$ cat config.mk
export PLATFORM = sky130hd
export DESIGN_NAME = arpa_ctrl
export DESIGN_NICKNAME = d
export VERILOG_FILES = /design/src/design/arpa_pkg.sv /design/src/design/arpa_ctrl.sv
export SDC_FILE = /design/constraint.sdc
export NUM_CORES = 1
export LEC_CHECK = 0
export BUFFER_PORTS_ARGS = -buffer_cell sky130_fd_sc_hd__buf_2
export CAP_MARGIN = 40
export CORE_UTILIZATION = 45
export CTS_BUF_LIST = sky130_fd_sc_hd__clkbuf_4 sky130_fd_sc_hd__clkbuf_8
export CTS_CLUSTER_DIAMETER = 30
export DETAILED_ROUTE_END_ITERATION = 8
export GPL_ROUTABILITY_DRIVEN = 0
export PLACE_DENSITY = 0.77
export SLEW_MARGIN = 30
export SYNTH_ARGS = -nofsm -noshare
export SYNTH_HDL_FRONTEND = slang
export SYNTH_SLANG_ARGS = --single-unit
$ cat constraint.sdc
create_clock -name clk -period 2.15 [get_ports clk]
set_clock_uncertainty 0.15 [all_clocks]
set_input_delay 0.215 -clock clk [delete_from_list [all_inputs] [get_ports clk]]
set_output_delay 0.215 -clock clk [all_outputs]
set_load 0.1 [all_outputs]
$ cat src/design/arpa_pkg.sv
// arpa_pkg: shared constants, codes and control types of the region pool allocator
// used by every module under design/; depends on nothing
package arpa_pkg;

  localparam int MAX_REGIONS = 16;
  localparam int SPACE_BITS  = 20;
  localparam int IDX_W       = $clog2(MAX_REGIONS);
  localparam int CNT_W       = IDX_W + 1;
  localparam int ADDR_W      = SPACE_BITS + 1;
  localparam int LEN_W       = 20;
  localparam int CC_W        = 16;
  localparam int STEP_W      = $clog2(ADDR_W + 1);
  localparam int IN_DATA_W   = 24;
  localparam int OUT_DATA_W  = 32;

  localparam logic [ADDR_W-1:0] SPACE_SIZE  = ADDR_W'(1) << SPACE_BITS;
  localparam logic [ADDR_W-1:0] DEF_INITIAL = ADDR_W'(512);
  localparam logic [ADDR_W-1:0] DEF_INCR    = ADDR_W'(128);
  localparam logic [CC_W-1:0]   DEF_INTERVAL = CC_W'(100);
  localparam logic [ADDR_W-1:0] MTF_SLACK   = ADDR_W'(128);

  // divide by ten as multiply by ceil(2^23 / 10) and shift, exact below 2^21
  localparam int          RECIP_SH = 23;
  localparam logic [19:0] RECIP10  = 20'hCCCCD;

  localparam logic [1:0] MODE_ALLOC = 2'd0;
  localparam logic [1:0] MODE_FORCE = 2'd2;

  localparam logic [1:0] STAT_OK    = 2'd0;
  localparam logic [1:0] STAT_FULL  = 2'd1;
  localparam logic [1:0] STAT_SPACE = 2'd2;

  localparam logic [1:0] REG_INITIAL  = 2'd0;
  localparam logic [1:0] REG_INCR     = 2'd1;
  localparam logic [1:0] REG_INTERVAL = 2'd2;

  typedef enum logic [4:0] {
    OP_NONE, OP_LOAD, OP_STEP, OP_FOUND, OP_ERR_FULL, OP_DIV_T10, OP_ERR_SPACE,
    OP_APPEND, OP_GRANT, OP_DIV_FREM, OP_MTF, OP_CLR_START, OP_RA_SUB, OP_RA_ADD,
    OP_FORCE, OP_DIV_SZ, OP_RESIZE, OP_RELOC, OP_OUT
  } op_t;

  typedef enum logic [1:0] {RSEL_SCAN, RSEL_SLOT, RSEL_FRONT} rsel_t;

  typedef enum logic [3:0] {
    ST_IDLE, ST_DISP, ST_SCAN, ST_T10W, ST_GRANT, ST_FREM, ST_FREMW, ST_CLR,
    ST_RAW, ST_TW, ST_DECIDE, ST_SZW, ST_RELOC, ST_OUT
  } state_t;

  typedef struct packed {
    op_t   op;
    rsel_t rsel;
  } cmd_t;

  typedef struct packed {
    logic is_alloc;
    logic forced;
    logic fits;
    logic scan_end;
    logic table_full;
    logic too_big;
    logic p_zero;
    logic mtf_ok;
    logic unused;
    logic at_interval;
    logic div_done;
    logic out_free;
  } stat_t;

  function automatic logic [ADDR_W-1:0] pad8(input logic [ADDR_W-1:0] a);
    logic [ADDR_W-1:0] s;
    s = a + ADDR_W'(7);
    return s & ~ADDR_W'(7);
  endfunction

  function automatic logic [ADDR_W-1:0] div10(input logic [ADDR_W-1:0] a);
    logic [ADDR_W+19:0] prod;
    prod = (ADDR_W+20)'(a) * (ADDR_W+20)'(RECIP10);
    return ADDR_W'(prod >> RECIP_SH);
  endfunction

endpackage

$ cat src/design/arpa_ctrl.sv
// arpa_ctrl: sequencer of the allocator; issues one datapath command per cycle
// depends on arpa_pkg
module arpa_ctrl (
  input  logic            clk,
  input  logic            rst_n,
  input  logic            in_tvalid,
  output logic            in_tready,
  input  arpa_pkg::stat_t stat,
  output arpa_pkg::cmd_t  cmd
);
  import arpa_pkg::*;

  state_t state_r, state_nxt;

  always_ff @(posedge clk) begin
    if (!rst_n) begin
      state_r <= ST_IDLE;
    end else begin
      state_r <= state_nxt;
    end
  end

  always_comb begin
    state_nxt = state_r;
    unique case (state_r)
      ST_IDLE:   if (in_tvalid) state_nxt = ST_DISP;
      ST_DISP:   state_nxt = stat.is_alloc ? ST_SCAN : ST_CLR;
      ST_SCAN: begin
        if (stat.scan_end) begin
          state_nxt = stat.table_full ? ST_OUT : ST_T10W;
        end else if (stat.fits) begin
          state_nxt = ST_GRANT;
        end
      end
      ST_T10W:   if (stat.div_done) state_nxt = stat.too_big ? ST_OUT : ST_GRANT;
      ST_GRANT:  state_nxt = stat.p_zero ? ST_OUT : ST_FREM;
      ST_FREM:   state_nxt = ST_FREMW;
      ST_FREMW:  if (stat.div_done) state_nxt = ST_OUT;
      ST_CLR:    state_nxt = stat.unused ? ST_OUT : ST_RAW;
      ST_RAW:    if (stat.div_done) state_nxt = ST_TW;
      ST_TW:     if (stat.div_done) state_nxt = ST_DECIDE;
      ST_DECIDE: begin
        if (stat.forced) state_nxt = ST_RELOC;
        else if (stat.at_interval) state_nxt = ST_SZW;
        else state_nxt = ST_RELOC;
      end
      ST_SZW:    if (stat.div_done) state_nxt = ST_RELOC;
      ST_RELOC:  state_nxt = ST_OUT;
      ST_OUT:    if (stat.out_free) state_nxt = ST_IDLE;
      default:   state_nxt = ST_IDLE;
    endcase
  end

  always_comb begin
    cmd.op    = OP_NONE;
    cmd.rsel  = RSEL_SCAN;
    in_tready = 1'b0;
    unique case (state_r)
      ST_IDLE: begin
        in_tready = 1'b1;
        if (in_tvalid) cmd.op = OP_LOAD;
      end
      ST_DISP: cmd.op = OP_NONE;
      ST_SCAN: begin
        cmd.rsel = RSEL_SCAN;
        if (stat.scan_end) cmd.op = stat.table_full ? OP_ERR_FULL : OP_DIV_T10;
        else if (stat.fits) cmd.op = OP_FOUND;
        else cmd.op = OP_STEP;
      end
      ST_T10W: if (stat.div_done) cmd.op = stat.too_big ? OP_ERR_SPACE : OP_APPEND;
      ST_GRANT: begin
        cmd.rsel = RSEL_SLOT;
        cmd.op   = OP_GRANT;
      end
      ST_FREM: begin
        cmd.rsel = RSEL_FRONT;
        cmd.op   = OP_DIV_FREM;
      end
      ST_FREMW: if (stat.div_done && stat.mtf_ok) cmd.op = OP_MTF;
      ST_CLR: begin
        cmd.rsel = RSEL_FRONT;
        if (!stat.unused) cmd.op = OP_CLR_START;
      end
      ST_RAW: if (stat.div_done) cmd.op = OP_RA_SUB;
      ST_TW:  if (stat.div_done) cmd.op = OP_RA_ADD;
      ST_DECIDE: begin
        if (stat.forced) cmd.op = OP_FORCE;
        else if (stat.at_interval) cmd.op = OP_DIV_SZ;
      end
      ST_SZW:   if (stat.div_done) cmd.op = OP_RESIZE;
      ST_RELOC: cmd.op = OP_RELOC;
      ST_OUT:   if (stat.out_free) cmd.op = OP_OUT;
      default:  cmd.op = OP_NONE;
    endcase
  end

endmodule

After elaboration in Yosys (flattened, before gate mapping)
Index checks and enable logic that the tools add are counted.
{"block": "word_totals", "regBits": 4, "output_inout_bits": 8}
{"block": "classes", "n_eq_ne": 21, "n_reduce_logical": 4, "n_mux": 34}
{"op": "two-way mux 4 bit", "count": 18}
{"op": "one-hot mux 5 bit (13 select lines)", "count": 1}
{"op": "one-hot mux 4 bit (14 select lines)", "count": 1}
{"op": "== test 4 bit (second input constant)", "count": 6}
{"op": "== test 4 x 3 -> 1 bit (second input constant)", "count": 4}
{"op": "two-way mux 3 bit", "count": 5}
{"op": "two-way mux 5 bit", "count": 3}
{"op": "inequality test 2 bit (second input constant)", "count": 7}
{"op": "== test 4 x 2 -> 1 bit (second input constant)", "count": 2}
{"op": "AND reduction 8 bit", "count": 1}
{"op": "two-way mux 1 bit", "count": 5}
{"op": "== test 4 x 1 -> 1 bit (second input constant)", "count": 1}
{"op": "logical NOT 4 bit", "count": 1}
{"op": "one-hot mux 2 bit (2 select lines)", "count": 1}
{"op": "inequality test 3 bit (second input constant)", "count": 1}
{"op": "OR reduction 2 bit", "count": 1}
{"op": "logical AND 1 bit", "count": 1}

Depth between registers and ports, before layout
Gate-level depths: netlist of run 1.
{"block": "depth", "word_depth": 3, "mapped_depth": 6, "mapped_depth_nobuf": 5}

Least setup slack after synthesis of run 1
Ideal clock, no wire load.
{"block": "synth_path", "path_kind": "register to output", "start": "register state_r[3]", "end": "output port in_tready", "path_slack_ps": -939, "arrival_time_ps": 2724, "n_path_buf": 1, "stages_incl_launch_ff": 4, "t_required_ps": 1785, "cell_sequence": "dfxtp_1 or2_1 buf_6 nor3_1"}
{"block": "synth_between", "elab_chain_len": 2}
{"item": "start, declared", "line": "arpa_ctrl.sv:13", "text": "state_t state_r, state_nxt;"}
{"item": "start signal, assigned", "line": "arpa_ctrl.sv:19", "text": "state_r <= state_nxt;"}
{"item": "logical NOT 4 bit", "line": "arpa_ctrl.sv:58", "text": "unique case (state_r)"}
{"item": "two-way mux 1 bit", "line": "arpa_ctrl.sv:58"}
{"item": "end, declared", "line": "arpa_ctrl.sv:7", "text": "output logic in_tready,"}
No other way between the ends.

==> results.md, run 1 <==
- P_leak: 0.415 nW
- Yosys reg bits: 4
- Tot Pwr: approximately 1.4 mW
- DP Area: 976 um2
- CP Launch Type: flip-flop
- Final setup fails: 0
- P_int: 0.564 mW
- Min Tclk post-route: 2.08 ns
- Post-Route WL: 2170 um
- Critical path arrival: 1.72 ns
- Antenna Cells: 0
- Fin util: between 60% and 70%
- # DRC: 0
- Async set-reset flop share out of synthesis: 0%
- Max cap viols: 0
- Hold crit path type: in2reg
- Post-DRT Antenna Nets: 0
- CTS root buf: clkbuf_4
- Most used DFF post-synth: dfxtp_1
- RSZ-0062 raised after global routing: false
- Commonest non-fill, non-tap cell in the layout: buf_2
- Top-area cell type share of the netlist area: 11.0%
- Starting DRT DRC Count: 43
- PnR worst setup slack: 0.0673 ns
- Worst slew pin tran: 0.484 ns
- Core area: 1510 um2
- Design area: 1030 um2
- Hpwl dp: 1710 um
- TritonRoute pass-1 iters: 4
- Insertion delay to the later sink of the worst-skew pair: 0.24 ns
- Sequential share of the synthesized area: 11.0%
- Largest Register: state_r
- Filler cells: 138
- Row Count: 14
- Clk network pwr share: 7.1%
- Port Buffer Count: 22
- Post-synth EDFFs: 0
- Vias: 898
- Area of the die: 1790 um2
- Period utilization: between 90 and 100%
- Critical path class: reg2out
- # hold bufs at CTS: 0
- Crit path capture type: output pin
- Mapped Area: between 700 and 800 um2
- CTS buffer count: 3
- Status: complete, no violations
- Area growth, synth to finish: 40.6%
- GRT Overall Usage: between 20% and 30%
- Cell Pwr Density: ~1300 nW/um2
- Syn avg cell area: just over 7 um2
- Top cells by area, synth: dfxtp_1 (11%), nor3_1 (6.8%), mux2i_1 (5.5%)
- Required @ worst endpoint: 1.78 ns
- First-pass GRT wire length: 3730 um
- H-tree levels: 1
- Initial antenna violation count: 0
- Share of layout cells above drive strength 1: 44.1%
- CTS tree: yes
- Largest net degree at the start of global routing: 16
- Syn_nets: ~120
- Largest area contributor in the netlist: dfxtp_1
- Inst Count DP: 140
- Vias in the first global route: 840
- Net switching share of the total power: 58.5%
- Fin nets: around 140
- Final Hold Vio Count: 0
- Fin. max-slew vios: 0
- Flop-to-flop setup slack: ~0.27 ns
- Top flop regs: state_r (4)
- Die Height: 42.3 um
- Most frequent cells in the layout: buf_2 (17), nand2_1 (9), nor3_1 (8)
- Area occupied by multi-input gates: 641 um2
- Clk buf depth: 2
- Post-DR wirelength/cell: around 15 um
- Synth cell types: 46
- Post-CTS Resized: 3
- Critical path fanouts, max: 9
- Setup WS pre-CTS: 0.212 ns
- Max Freq: ~480 MHz
- Switching power: 0.797 mW
- Clock sink count: 4
- GRT Residual Overflow: 0
- Slew margin rel.: 68.0%
- Die Span X: about 42 um
- Max IR drop VDD: around 0.00088 V
- Vias per std cell: ~6.3
- Number of flip-flops in the largest register: 4
- Post-Syn Instances: 102
- Register Area: 88.8 um2
- IO Pins: 23
- Post-CTS setup buffer count: 0
- Post-route insts no fill: ~140
- Synth warnings: 0
- Initial Util: between 40% and 50%
- Clock slew at reported path FFs: ~0.040 ns
- Flop pwr share: 12.3%
- Logic pwr share: 80.6%
-- worst max-delay path: stages, from the launching register on --
cell and delay [ns]:
dfxtp_2 0.43, and2b_2 0.27, and3_1 0.17, or3_1 0.37
buf_4 0.24
-- cells in the mapped netlist (all sizes together) (2+ instances only) --
master  count
nand2b      5
o41ai       2
nand3       2
inv         4
a21oi       6
buf         7
and2        3
dfxtp       4
nor2        8
nor4        2
and3        2
o32ai       2
o22ai       3
mux2i       4
o31ai       2
nand2      12
and2b       2
nor3       11
nor2b       3
o21ai       3
-- kinds of logic (layout without fill, tap and decap cells) --
| logic type | Yosys count | count (layout) | share of synthesized area [%] |
|---|---|---|---|
| AND/OR/NAND/NOR | 58 | 58 | 48.8 |
| flip-flops | 4 | 4 | 11.0 |
| multiplexers | 5 | 5 | 7.02 |
| AO/OA/AOI/OAI | 24 | 24 | 23.6 |
| buffers and inverters | 11 | 36 | 9.59 |
-- through the flow --
step,hold slack (ns),TNS [ns]
after floorplan,0.207,-0.226
after global placement,0.364,0
after detailed placement,0.370,0
after CTS,0.124,0
after global routing,0.136,0
final,0.124,0
-- cell type report --
class	count	area share (%)
Tap cell	16	1.95
Sequential cell	4	8.65
Clock buffer	3	2.19
Timing Repair Buffer	29	23.1
Inverter	4	1.71
Multi-Input combinational cell	87	62.4
-- path summary, 6_finish.rpt --
| kind | start | cells past startpoint | endpoint |
|---|---|---|---|
| setup / recovery | state_r[3]$_SDFFE_PN0P_ | 4 | cmd[5] |
| hold / removal | rst_n | 3 | state_r[2]$_SDFFE_PN0P_ |
| setup reg to reg | state_r[3]$_SDFFE_PN0P_ | 6 | state_r[0]$_SDFFE_PN0P_ |
| hold reg to reg | state_r[2]$_SDFFE_PN0P_ | 2 | state_r[2]$_SDFFE_PN0P_ |
-- power by group through the flow --
| stage | registers, mW | logic [mW] | clock network, mW |
|---|---|---|---|
| 2_1_floorplan | 0.117 | 0.841 | 0 |
| 3_3_place_gp | 0.155 | 1.06 | 0 |
| 3_5_place_dp | 0.158 | 1.07 | 0 |
| 4_1_cts | 0.160 | 1.07 | 0.0979 |
| 5_1_grt | 0.171 | 1.14 | 0.102 |
| 6_report | 0.168 | 1.10 | 0.0964 |
-- per-layer routing --
metal | GRT usage, % | wire length (um) | vias up
met4 | 13.1 | 56 | 0
met3 | 0.431 | 171 | 8
li1 | - | - | 430
met2 | 44.9 | 1060 | 52
met5 | 0 | 0 | -
met1 | 34.8 | 883 | 408
No activity file was read; power rests on OpenSTA's default activity.
==> run 2, diff against run 1 <==
--- a/config.mk
+++ b/config.mk
@@ -7,12 +7,14 @@
 export LEC_CHECK = 0
 export BUFFER_PORTS_ARGS = -buffer_cell sky130_fd_sc_hd__buf_2
 export CAP_MARGIN = 40
-export CORE_UTILIZATION = 45
+export CELL_PAD_IN_SITES_DETAIL_PLACEMENT = 0
+export CELL_PAD_IN_SITES_GLOBAL_PLACEMENT = 1
+export CORE_UTILIZATION = 36
 export CTS_BUF_LIST = sky130_fd_sc_hd__clkbuf_4 sky130_fd_sc_hd__clkbuf_8
 export CTS_CLUSTER_DIAMETER = 30
 export DETAILED_ROUTE_END_ITERATION = 8
 export GPL_ROUTABILITY_DRIVEN = 0
-export PLACE_DENSITY = 0.77
+export PLACE_DENSITY = 0.85
 export SLEW_MARGIN = 30
 export SYNTH_ARGS = -nofsm -noshare
 export SYNTH_HDL_FRONTEND = slang
==> run 2 against run 1 <==
Clock power decreased by 1%. Sequential share of layout area decreased by 0.28 points. Sequential cell count unchanged.
==> results.md, run 2 (synthesized netlist as in run 1, its figures left out) <==
- Share of layout cells above drive strength 1: 43.8% (-0.34 points)
- Flop-to-flop setup slack: 0.20 ns (-0.07 ns)
- Peak per-stage delay on the critical path: 0.42 ns (about the same)
- Max Freq: 489 MHz (+1.8%)
- Switching power: 0.794 mW (-0.32%)
- Initial antenna violation count: 0 (unchanged)
- Critical path fanouts, max: 10 (+1)
- CTS root buf: clkbuf_4
- Core area: 1820 um2 (+21%)
- DP Area: 982 um2 (+0.64%)
- Fin nets: 145 (+0.69%)
- Cell Pwr Density: 1300 nW/um2 (-1.9%)
- Commonest non-fill, non-tap cell in the layout: buf_2
- Slew margin rel.: 68.1% (+0.11 points)
- Fin. max-slew vios: 0 (unchanged)
- Die Height: 47.1 um (+11%)
- Top flop regs: state_r (4)
- Worst hold margin: 0.134 ns (+0.00981 ns)
- # DRC: 0 (unchanged)
- Post-DRT Antenna Nets: 0 (unchanged)
- P_int: 0.548 mW (-2.9%)
- Period utilization: 95.1% (-1.7 points)
- Status: complete, no violations
- Most frequent cells in the layout: buf_2 (17), nand2_1 (9), nor3_1 (8), buf_4 (8), nor2_1 (7)
- Met1 Use GR: 30.5% (-4.3 points)
- Clock slew at reported path FFs: 0.04 ns (about the same)
- Reg-to-reg startpoint: state_r[3]$_SDFFE_PN0P_
- Die Span X: 47.1 um (+11%)
- Tot Pwr: 1.34 mW (-1.4%)
- Starting DRT DRC Count: 29 (-33%)
- Clock sink count: 4 (unchanged)
- Min Tclk post-route: 2.05 ns (-0.0374 ns)
- Area of the die: 2210 um2 (+24%)
- Area growth, synth to finish: 41.3%
- Hold depth: 3 (unchanged)
- CP Launch Point: state_r[3]$_SDFFE_PN0P_
- Setup crit end: cmd[5]
- Vias per std cell: 5.76 (-8.3%)
- Busiest grt layer: met2
- Insertion delay to the later sink of the worst-skew pair: 0.24 ns (about the same)
- CTS tree: yes
- TritonRoute pass-1 iters: 4 (unchanged)
- Fin Setup TNS: 0 ns (unchanged)
- Initial Util: 40.1% (-8.4 points)
- Crit-path slowest cell: dfxtp_2
- H-tree levels: 1 (unchanged)
- Vias in the first global route: 757 (-9.9%)
- Port Buffer Count: 22 (unchanged)
- Flop pwr share: 11.5% (-0.8 points)
- Design area: 1030 um2 (+0.49%)
- Met3 Usage GRT: 4.62% (+4.2 points)
- First-pass GRT wire length: 3480 um (-6.8%)
- Max IR drop VDD: 0.000578 V (-34%)
- Antenna Cells: 0 (unchanged)
- Largest Register: state_r
- Final setup fails: 0 (unchanged)
- GRT Residual Overflow: 0 (unchanged)
- Vias: 881 (-1.9%)
- Met2 usage: 36.4% (-8.5 points)
- Hold crit path type: in2reg
- R2r worst-path depth: 6 (unchanged)
- Post-Route WL: 2210 um (+1.7%)
- Clk network pwr share: 7.1% (about the same)
- Required @ worst endpoint: 1.78 ns (about the same)
- Worst-path cell chain: and2b_2, and3_1, or3_1, buf_4
- Final Hold Vio Count: 0 (unchanged)
- Number of flip-flops in the largest register: 4 (unchanged)
- Crit path capture type: output pin
- Row Count: 15 (+1)
- Largest net degree at the start of global routing: 15 (-1)
- P_leak: 0.418 nW (+0.71%)
- CTS buffer count: 3 (unchanged)
- Net switching share of the total power: 59.2% (+0.63 points)
- Post-CTS setup buffer count: 0 (unchanged)
- Max cap viols: 0 (unchanged)
- Reg2reg end: state_r[0]$_SDFFE_PN0P_
- Worst slew pin tran: 0.482 ns (-0.00171 ns)
- Clk buf depth: 2 (unchanged)
- IO Pins: 23 (unchanged)
- CP Launch Type: flip-flop
- Post-DR wirelength/cell: 14.5 um (-4.9%)
- GRT Overall Usage: 22.9% (-3.7 points)
- Logic pwr share: 81.3% (+0.7 points)
- Critical path arrival: 1.68 ns (-0.04 ns)
- Hpwl dp: 1760 um (+3.2%)
- Critical path class: reg2out
- RSZ-0062 raised after global routing: false
-- run 2: worst min-delay path by stage --
stage / start / to / slack [ns]
2_1_floorplan: rst_n / state_r[3]$_SDFFE_PN0P_ / 0.21
3_3_place_gp: rst_n / state_r[3]$_SDFFE_PN0P_ / 0.36
3_5_place_dp: rst_n / state_r[3]$_SDFFE_PN0P_ / 0.37
4_1_cts: rst_n / state_r[3]$_SDFFE_PN0P_ / 0.12
5_1_grt: rst_n / state_r[1]$_SDFFE_PN0P_ / 0.12
6_report: rst_n / state_r[3]$_SDFFE_PN0P_ / 0.13
-- run 2: what timing repair did --
item,4_1_cts,5_1_grt
cloned,0,0
gates resized for setup,1,7
hold buffers,0,0
endpoints found under the setup margin,1,3
-- run 2: layout make-up --
class	count	area, um2
fillers	182	788
multi-input cells	87	638
repair buffers	30	236
flip-flops and latches	4	86.3
well taps	25	31.3
clock buffers	3	22.5
inverters	4	17.5
-- run 2: power by group through the flow --
stage                     clock [mW]  combinational [mW]  sequential [mW]
after floorplan                    0               0.841            0.117
after global placement             0                1.07            0.145
after detailed placement           0                1.07            0.148
after CTS                     0.0965                1.07            0.147
after global routing           0.111                1.15            0.160
final                         0.0954                1.09            0.155
-- run 2: worst max-delay path: cells and delay by family (launching register included) --
family / cells / cell delay [ns]
flops: 1 / 0.42
buf+inv: 1 / 0.24
simple gates: 3 / 0.78
-- run 2: routing by layer --
metal	share of wire (%)	routed length [um]	up-vias
met2	48	1050	40
met1	45	1010	401
met3	6.0	132	2
met4	0.86	19	0
li1	-	-	438
met5	0	0	-
-- run 2: stage by stage --
stage | setup WS [ns] | std cells | util, %
after global placement | 0.236 | 150 | 54.0
final | 0.105 | 153 | 56.7
after floorplan | -0.147 | 102 | -
after global routing | 0.0133 | 153 | 56.7
after detailed placement | 0.210 | 150 | 54.0
after CTS | 0.0249 | 153 | 55.5
==> run 3, diff against run 2 <==
==> constraint.sdc (replaced) <==
create_clock -name clk -period 2.15 [get_ports clk]
set_clock_uncertainty 0.15 [all_clocks]
set_input_delay 0.215 -clock clk [delete_from_list [all_inputs] [get_ports clk]]
set_output_delay 0.215 -clock clk [all_outputs]
set_load 0.02 [all_outputs]
==> run 3 against run 2 <==
Final cell count is 2.0% lower. Global-route usage down 0.47 points. Via count decreased by 0.68%. Maximum frequency up 0.70%. Sequential cell count did not move. Sequential share of layout area increased by 1.0 points. Register-to-register slack improved by 0.09 ns. Combinational power shrank 45%. Routed wire length down 1.9%. Worst hold slack worse by 0.011 ns.
==> results.md, run 3 (synthesized netlist as in run 1, its figures left out) <==
- Post-Route WL: 2170 um (-1.9%)
- Initial Util: 40.1% (unchanged)
- Commonest non-fill, non-tap cell in the layout: buf_2
- Switching power: 0.437 mW (-45%)
- IO Pins: 23 (unchanged)
- Status: complete, no violations
- Cell Pwr Density: 960 nW/um2 (-26%)
- Clock slew at reported path FFs: 0.04 ns (about the same)
- Clk buf depth: 2 (unchanged)
- Share of layout cells above drive strength 1: 34.4% (-9.4 points)
- Row Count: 15 (unchanged)
- Fin. max-slew vios: 0 (unchanged)
- Final setup fails: 0 (unchanged)
- Vias in the first global route: 776 (+2.5%)
- Flop pwr share: 18.7% (+7.2 points)
- P_int: 0.407 mW (-26%)
- Most frequent cells in the layout: buf_2 (22), nor3_1 (10), nand2_1 (10)
- Max cap viols: 0 (unchanged)
- Critical path arrival: 1.67 ns (about the same)
- First-pass GRT wire length: 3460 um (-0.60%)
- H-tree levels: 1 (unchanged)
- Crit path capture type: output pin
- Starting DRT DRC Count: 19 (-34%)
- Die Height: 47.1 um (unchanged)
- Critical path class: reg2out
- Top flop regs: state_r (4)
- Largest Register: state_r
- Fin Setup TNS: 0 ns (unchanged)
- Max Freq: 492 MHz (+0.70%)
- P_leak: 0.374 nW (-11%)
- GRT Overall Usage: 22.4% (-0.47 points)
- CTS tree: yes
- RSZ-0062 raised after global routing: false
- Fin nets: 142 (-2.1%)
- Post-DR wirelength/cell: 14.5 um (about the same)
- Number of flip-flops in the largest register: 4 (unchanged)
- Max IR drop VDD: 0.000611 V (+5.8%)
- Insertion delay to the later sink of the worst-skew pair: 0.23 ns (about the same)
- Clock sink count: 4 (unchanged)
- DR WL met3: 154 um (+17%)
- WL met2: 1030 um (-2.7%)
- Area growth, synth to finish: 20.4%
- Period utilization: 94.5% (-0.67 points)
- CTS buffer count: 3 (unchanged)
- Initial antenna violation count: 0 (unchanged)
- Net switching share of the total power: 51.8% (-7.4 points)
- Area of the die: 2210 um2 (unchanged)
- TritonRoute pass-1 iters: 4 (unchanged)
- # hold bufs at CTS: 0 (unchanged)
- Worst slew pin tran: 0.434 ns (-0.0485 ns)
- Vias per std cell: 5.83 (+1.3%)
- CTS root buf: clkbuf_4
- Die Span X: 47.1 um (unchanged)
- Highest Signal Layer: met4
- Slew margin rel.: 71.1% (+3.0 points)
- Post-CTS setup buffer count: 0 (unchanged)
- Required @ worst endpoint: 1.78 ns (about the same)
- Min Tclk post-route: 2.03 ns (-0.0143 ns)
- Core area: 1820 um2 (unchanged)
- Hpwl dp: 1670 um (-5.5%)
- CP Launch Type: flip-flop
- Vias: 875 (-0.68%)
- Hold crit path type: in2reg
- Met1 WL: 974 um (-3.1%)
- Final Hold Vio Count: 0 (unchanged)
- # DRC: 0 (unchanged)
- Post-DRT Antenna Nets: 0 (unchanged)
- Inst Count DP: 147 (-2.0%)
- GRT Residual Overflow: 0 (unchanged)
- Antenna Cells: 0 (unchanged)
- Port Buffer Count: 22 (unchanged)
- Largest net degree at the start of global routing: 16 (+1)
- Critical path fanouts, max: 15 (+5)
- Post-route insts no fill: 150 (-2.0%)
- Logic pwr share: 70.5% (-11 points)
- Clk network pwr share: 10.8% (+3.7 points)
[run 3: cell types whose count changed in the layout (fill, tap and decap cells not counted), moves of 2 or more]
cell and delta:
buf_12 -4, buf_2 +5, buf_4 -3, nor3_1 +2
[run 3: power groups by stage]
stage                     Clock, mW  Sequential, mW  Combinational, mW
after floorplan                   0           0.112              0.491
after global placement            0           0.154              0.592
after detailed placement          0           0.155              0.591
after CTS                    0.0967           0.154              0.593
after global routing          0.103           0.161              0.651
final                        0.0912           0.158              0.595
[run 3: metal layers]
metal | global-route usage [%] | up-vias
li1 | - | 424
met1 | 32.1 | 405
met2 | 33.3 | 44
met3 | 2.31 | 2
met4 | 10.9 | 0
met5 | 0 | -
[run 3: layout make-up]
type	instances	area [um2]
fillers	204	941
multi-input cells	87	581
inverters	4	15.0
flip-flops and latches	4	82.6
well taps	25	31.3
clock buffers	3	22.5
repair buffers	27	148
[run 3: path summary, 6_finish.rpt]
kind	from	end	slack (ns)	cells past startpoint
hold reg to reg	state_r[3]$_SDFFE_PN0P_	state_r[3]$_SDFFE_PN0P_	0.45	2
setup / recovery	state_r[3]$_SDFFE_PN0P_	cmd[5]	0.12	4
setup reg to reg	state_r[0]$_SDFFE_PN0P_	state_r[2]$_SDFFE_PN0P_	0.29	6
hold / removal	rst_n	state_r[2]$_SDFFE_PN0P_	0.12	3
[run 3: what timing repair did]
| action | in CTS | in global routing |
|---|---|---|
| endpoints found under the setup margin | 1 | 2 |
| resized for setup | 1 | 1 |
| pin swaps | 0 | 0 |
[run 3: worst max-delay path, cell delays in order, from the launching register on]
cell and delay (ns):
dfxtp_2 0.48, and2b_2 0.27, and3_1 0.16, or3_1 0.36, buf_2 0.16
[run 3: per-stage QoR]
step	instance area (um2)	hold slack [ns]	power, mW	setup WS (ns)	util (%)
2_1_floorplan	731	0.214	0.604	0.445	-
3_3_place_gp	855	0.371	0.747	0.281	46.9
3_5_place_dp	855	0.372	0.745	0.240	46.9
4_1_cts	878	0.122	0.844	0.0424	48.2
5_1_grt	880	0.132	0.915	0.0511	48.3
6_report	880	0.123	0.844	0.119	48.3
